<file path="config.mk">
export PLATFORM = sky130hd
export DESIGN_NAME = crcfr_store
export DESIGN_NICKNAME = d
export VERILOG_FILES = /design/src/rtl/core/crcfr_pkg.sv /design/src/rtl/core/crcfr_store.sv
export SDC_FILE = /design/constraint.sdc
export NUM_CORES = 2
export LEC_CHECK = 0
export BUFFER_PORTS_ARGS = -buffer_cell sky130_fd_sc_hd__buf_4
export CAP_MARGIN = 20
export CORE_MARGIN = 2
export CORE_UTILIZATION = 45
export CTS_CLUSTER_DIAMETER = 200
export DETAILED_ROUTE_END_ITERATION = 16
export PLACE_DENSITY = 0.71
export RECOVER_POWER = 50
export SLEW_MARGIN = 5
export SYNTH_ARGS = -nofsm -noshare
export SYNTH_HDL_FRONTEND = slang
export SYNTH_SLANG_ARGS = --single-unit
</file>
<file path="constraint.sdc">
create_clock -name clk_i -period 2.5 [get_ports clk_i]
set_input_delay 0.125 -clock clk_i [delete_from_list [all_inputs] [get_ports clk_i]]
set_output_delay 0.125 -clock clk_i [all_outputs]
set_load 0.01 [all_outputs]
</file>
<file path="src/rtl/core/crcfr_pkg.sv">
// Shared types, codes and the CRC-16/CCITT-FALSE byte update for the frame receiver.
`default_nettype none

package crcfr_pkg;

  localparam logic [15:0] CrcSeed = 16'hFFFF;
  localparam logic [15:0] CrcPoly = 16'h1021;
  localparam logic [7:0]  StartByteRst = 8'hAA;

  localparam logic KindFrame = 1'b0;
  localparam logic KindRead  = 1'b1;

  typedef enum logic [1:0] {
    OP_RECV   = 2'd0,
    OP_READ   = 2'd1,
    OP_RESYNC = 2'd2
  } crcfr_op_e;

  typedef enum logic [1:0] {
    PH_IDLE    = 2'd0,
    PH_HEADER  = 2'd1,
    PH_PAYLOAD = 2'd2,
    PH_CRC     = 2'd3
  } crcfr_phase_e;

  typedef struct packed {
    logic [1:0] op;
    logic [7:0] data_byte;
    logic [7:0] read_index;
  } crcfr_rx_t;

  typedef struct packed {
    logic       kind;
    logic [7:0] frame_id;
    logic [7:0] frame_length;
    logic [7:0] read_data;
  } crcfr_res_t;

  // payload store write request
  typedef struct packed {
    logic       en;
    logic [7:0] addr;
    logic [7:0] data;
  } crcfr_wr_t;

  // completed good frame
  typedef struct packed {
    logic       good;
    logic [7:0] id;
    logic [7:0] len;
  } crcfr_frame_t;

  // MSB-first, one bit per step
  function automatic logic [15:0] crc16_byte(input logic [15:0] crc, input logic [7:0] b);
    logic [15:0] c;
    c = crc ^ {b, 8'h00};
    for (int i = 0; i < 8; i++) begin
      if (c[15]) begin
        c = {c[14:0], 1'b0} ^ CrcPoly;
      end else begin
        c = {c[14:0], 1'b0};
      end
    end
    return c;
  endfunction

endpackage

`default_nettype wire

</file>
<file path="src/rtl/core/crcfr_store.sv">
// Payload store: 256 x 8 synchronous RAM, one write and one registered read port.
`default_nettype none

module crcfr_store import crcfr_pkg::*; (
  input  logic       clk_i,
  input  crcfr_wr_t  wr_i,
  input  logic       rd_en_i,
  input  logic [7:0] rd_addr_i,
  output logic [7:0] rd_data_o
);

  logic [7:0] mem [256];
  logic [7:0] rd_data_q;

  always_ff @(posedge clk_i) begin
    if (wr_i.en) begin
      mem[wr_i.addr] <= wr_i.data;
    end
  end

  // read data holds until the next read, so a stalled result keeps its byte
  always_ff @(posedge clk_i) begin
    if (rd_en_i) begin
      rd_data_q <= mem[rd_addr_i];
    end
  end

  assign rd_data_o = rd_data_q;

endmodule

`default_nettype wire

</file>
-- Word level (Yosys, flattened, before mapping)
Memories as Yosys holds them, arrays and structs flattened. A register that Yosys moved wholly into a read port is not among the register bits.
Cells that the tools add are included.
- muxes and demuxes: 2
- operators with widths (kind ; count):
    1-bit 2-to-1 mux ; 2
- input bits: 27
- word-level logic and storage cells: 3
- RAM bits: 2048
- register bits after elaboration: 0
- output and inout port bits: 8
- memories: 1
- memories (memory ; depth ; width ; read ports ; clocked after memory_dff ; write ports ; RTL line ; text):
    mem ; 256 ; 8 ; 1 ; 1 ; 1 ; crcfr_store.sv:12 ; logic [7:0] mem [256];

-- Longest topological paths before layout
- word-level depth: 2
- gate-level depth with buffers: 11
- depth with buffers taken out: 6

-- Worst setup path before layout
OpenSTA, ideal clock, no wires.
- path kind: input port to flip-flop
- from: input rd_addr_i[0]
- to: register rd_data_q[2] (netlist: rd_data_o[2]), read port of mem (data pin)
- slack: 0.299 ns
- arrival: 1.932 ns
- path buffers: 4
- data required time: 2.231 ns
- cell stages on the path: 9
- library setup time: 0.269 ns
- cells stage by stage: buf_6 -> buf_12 -> buf_8 -> buf_2 -> mux4_2 -> a22oi_1 -> a21oi_1 -> nor4_1 -> nor4_2
- RTL lines (item ; RTL line ; text):
    from (decl) ; crcfr_store.sv:8 ; input logic [7:0] rd_addr_i,
    to (decl) ; crcfr_store.sv:13 ; logic [7:0] rd_data_q;

==> impl_metrics.toml <==
[run_status]
status = "finished with violations"
failed_checks = "capacitance limit, slew limit"

[timing]
minimum_clock_period_ns = 2.45
worst_hold_slack_ns = 0.0581
tightestPinTransition_ns = 2.36
setup-violations-final = 0
timing.final.ws_setup_ns = 0.0503
fin_skew_ns = 0.0690
relSlewSlack_pct = -57.4
timing.final.hold_violations = 0
grt_setup_unrepaired = "no"
fin_tns_setup_ns = 0
timing.final.max_slew_violations = 603
maxClockFrequency_mhz = 408
timing.final.crit_share_pct = 98.0

[setup_path]
timing.critical_path.to_type = "flip-flop"
path_class = "flip-flop to flip-flop"
worst_path_max_delay_cell = "mux4_1"
cell_family_contributing_the_most_delay_on_the_critical_path = "multiplexers"
critical_path.startpoint_type = "flip-flop"
first_element_of_the_critical_path = "mem[181][5]$_DFFE_PP_"
critPathMaxStageDelay_ns = 0.56
worstReg2RegStart = "mem[181][5]$_DFFE_PP_"
cp.buffers_inverters = 2
cp_cell_sequence = "mux4_1 > a22oi_1 > a31oi_1 > buf_4 > nor4_1 > buf_4 > nor4_1"
crit_path_required_time_ns = 3.11
critical_path.max_fanout = 1
worstPathArrival_ns = 3.06
timing.critical_path.depth = 7
rr_worst_depth = 7

[die]
die-height_um = 425
design.portCount = 35
die_area_um2 = 180000
placement_rows = 154
initial_core_util_pct = 45.3
core-area_um2 = 176000
die_width_um = 425

[layout]
fillCellCount = 13114
final_nets = 4467
stdcell_area_um2 = 94000
areaGrowthSynthToFinish_pct = 18.0
drive_above_1_share_pct = 32.1

[yosys]
netlist-cell-type-count = 54
synth_seq_cells = 2056
synth_area_leader_cell = "edfxtp_1"
async_flop_share_pct = 0
post-synth-top-count-cell = "edfxtp_1"
ys.warnings.count = 0
syn_avg_cell_area_um2 = 21.3
synthCells = 3733
post_synth_main_area_contributors = "edfxtp_1, mux4_2, mux2i_1"
ys_top_cells_by_count = "edfxtp_1, mux4_2, nor2_1, mux2i_1, a22oi_1"
yosys_top_cell_area_share_pct = 77.5
ys_flop_type = "edfxtp_1"
syn-cell-area_um2 = 79600
synth_edf_count = 2056
synthesis.nets = 3760
seq_area_frac_synth_pct = 77.5

[drt]
route.top_layer_used = "met5"
antenna_violating_nets_post_route = 0
remaining_drc_errors = 0
routed_wirelength_um = 199000
avgRoutedWirePerCell_um = 28.7
vias_post_dr = 41848
met1Wirelength_um = 75200
detail_route.vias_per_cell = 6.02
firstDrtPassIters = 6
route.met3.wl_um = 19700
drtIter0Drc = 6030
met2RoutedLength_um = 97400

[cts]
cts_setup_buffers = 0
clock_sink_count = 2056
clockBufferDepth = 3
tritoncts = "yes"
clk_pin_slew_ns = 0.06
cts_root_buffer = "clkbuf_16"
ctsHtreeMaxLevel = 4
worstSkewPairLatency_ns = 0.85
cts_made_buffers = 199

[power]
peakVddDrop_mv = 0.743
power_density_nw_per_um2 = 759
finalPower_mw = 71.3
p_leak_nw = 30.3

[placement]
hpwlAfterDp_um = 129000
place.gp.congestion = 0.875
dpl-instance-area_um2 = 87500
placement.io_buffers = 34
post-place-ws_ns = -0.823

[global_route]
first_pass_grt_wire_length_um = 290000
track_usage_pct = 22.1
vias_in_the_first_global_route = 41969
gr-total-overflow = 0
grt_start_max_net_pins = 93
initial_antenna_violation_count = 6

[min_path]
instance_count_along_the_most_critical_hold_path = 4
min_path_type = "input port to flip-flop"
hp-start = "wr_i[12]"

[job]
maxCapViolCount = 8
cell type report:
class / count / area (µm²) / share of cell area [%]
Sequential cell: 2056 / 61700 / 65.7
Clock inverter: 124 / 1240 / 1.32
Timing Repair Buffer: 739 / 6300 / 6.70
Inverter: 2 / 7.51 / 0.00799
Clock buffer: 245 / 5150 / 5.48
Antenna cell: 4 / 10.0 / 0.0107
Multi-Input combinational cell: 1442 / 16600 / 17.7
Tap cell: 2340 / 2930 / 3.12
layout by cell type, fill, tap and decap left out, drive strengths merged, types with 11 or more instances in the layout:
cell         Yosys  layout
nor3            22      22
nor2           282     282
inv              1      11
a21oi           96      96
nor2b           31      31
mux4           456     456
o221ai          47      47
o22ai           28      28
nand3           34      34
edfxtp        2056    2056
a221oi          14      14
nand2           33      33
dlygate4sd3      0      15
o21ai           12      12
nor4            27      27
bufinv           0      14
clkbuf         111     280
buf            122     689
a22oi          133     133
clkinv           1      93
a211oi          16      16
mux2i          134     134
worst reg2reg max path, stage by stage, from the launching register on:
cell	delay (ns)
edfxtp_1	0.36
mux4_1	0.56
a22oi_1	0.23
a31oi_1	0.15
buf_4	0.17
nor4_1	0.41
buf_4	0.25
nor4_1	0.08
registers in the layout, indices dropped and copies added, names as in the netlist:
name       flops
rd_data_o      8
mem         2048
worst paths after layout:
check / to / slack, ns
setup / recovery: rd_data_o[5]$_DFFE_PP_ / 0.05
hold / removal: mem[185][5]$_DFFE_PP_ / 0.06
setup reg to reg: rd_data_o[5]$_DFFE_PP_ / 0.05
hold reg to reg: rd_data_o[6]$_DFFE_PP_ / 1.20
cell families after synthesis:
logic type             after synthesis  share of synthesized area (%)
AO/OA/AOI/OAI                      385                           3.42
flip-flops                        2056                           77.5
multiplexers                       591                           14.6
buffers and inverters              235                           1.83
AND/OR/NAND/NOR                    466                           2.63
power breakdown:
group / internal, mW / total, mW / switching, mW
clock network: 16.2 / 29.3 / 13.0
registers: 38.0 / 38.1 / 0.0526
logic: 1.63 / 3.99 / 2.36
routing by layer:
metal	GRT usage [%]	vias to the layer above
met4	7.59	4
met3	4.09	385
met5	0	-
met2	35.6	2329
li1	-	17116
met1	30.6	22014
per-stage QoR:
| step | cells | utilization (%) |
|---|---|---|
| 2_1_floorplan | 3733 | - |
| 3_3_place_gp | 6564 | 49.7 |
| 3_5_place_dp | 6564 | 49.7 |
| 4_1_cts | 6948 | 53.5 |
| 5_1_grt | 6948 | 53.4 |
| 6_report | 6952 | 53.4 |
what timing repair did:
| item | in CTS | in global routing |
|---|---|---|
| hold endpoints to repair | 573 | 0 |
| hold buffers | 15 | 0 |
| cloned | 0 | 0 |
| setup endpoints to repair | 7 | 4 |
| pin swaps | 1 | 2 |
| gates resized for setup | 12 | 7 |
No activity file was read; power rests on OpenSTA's default activity.
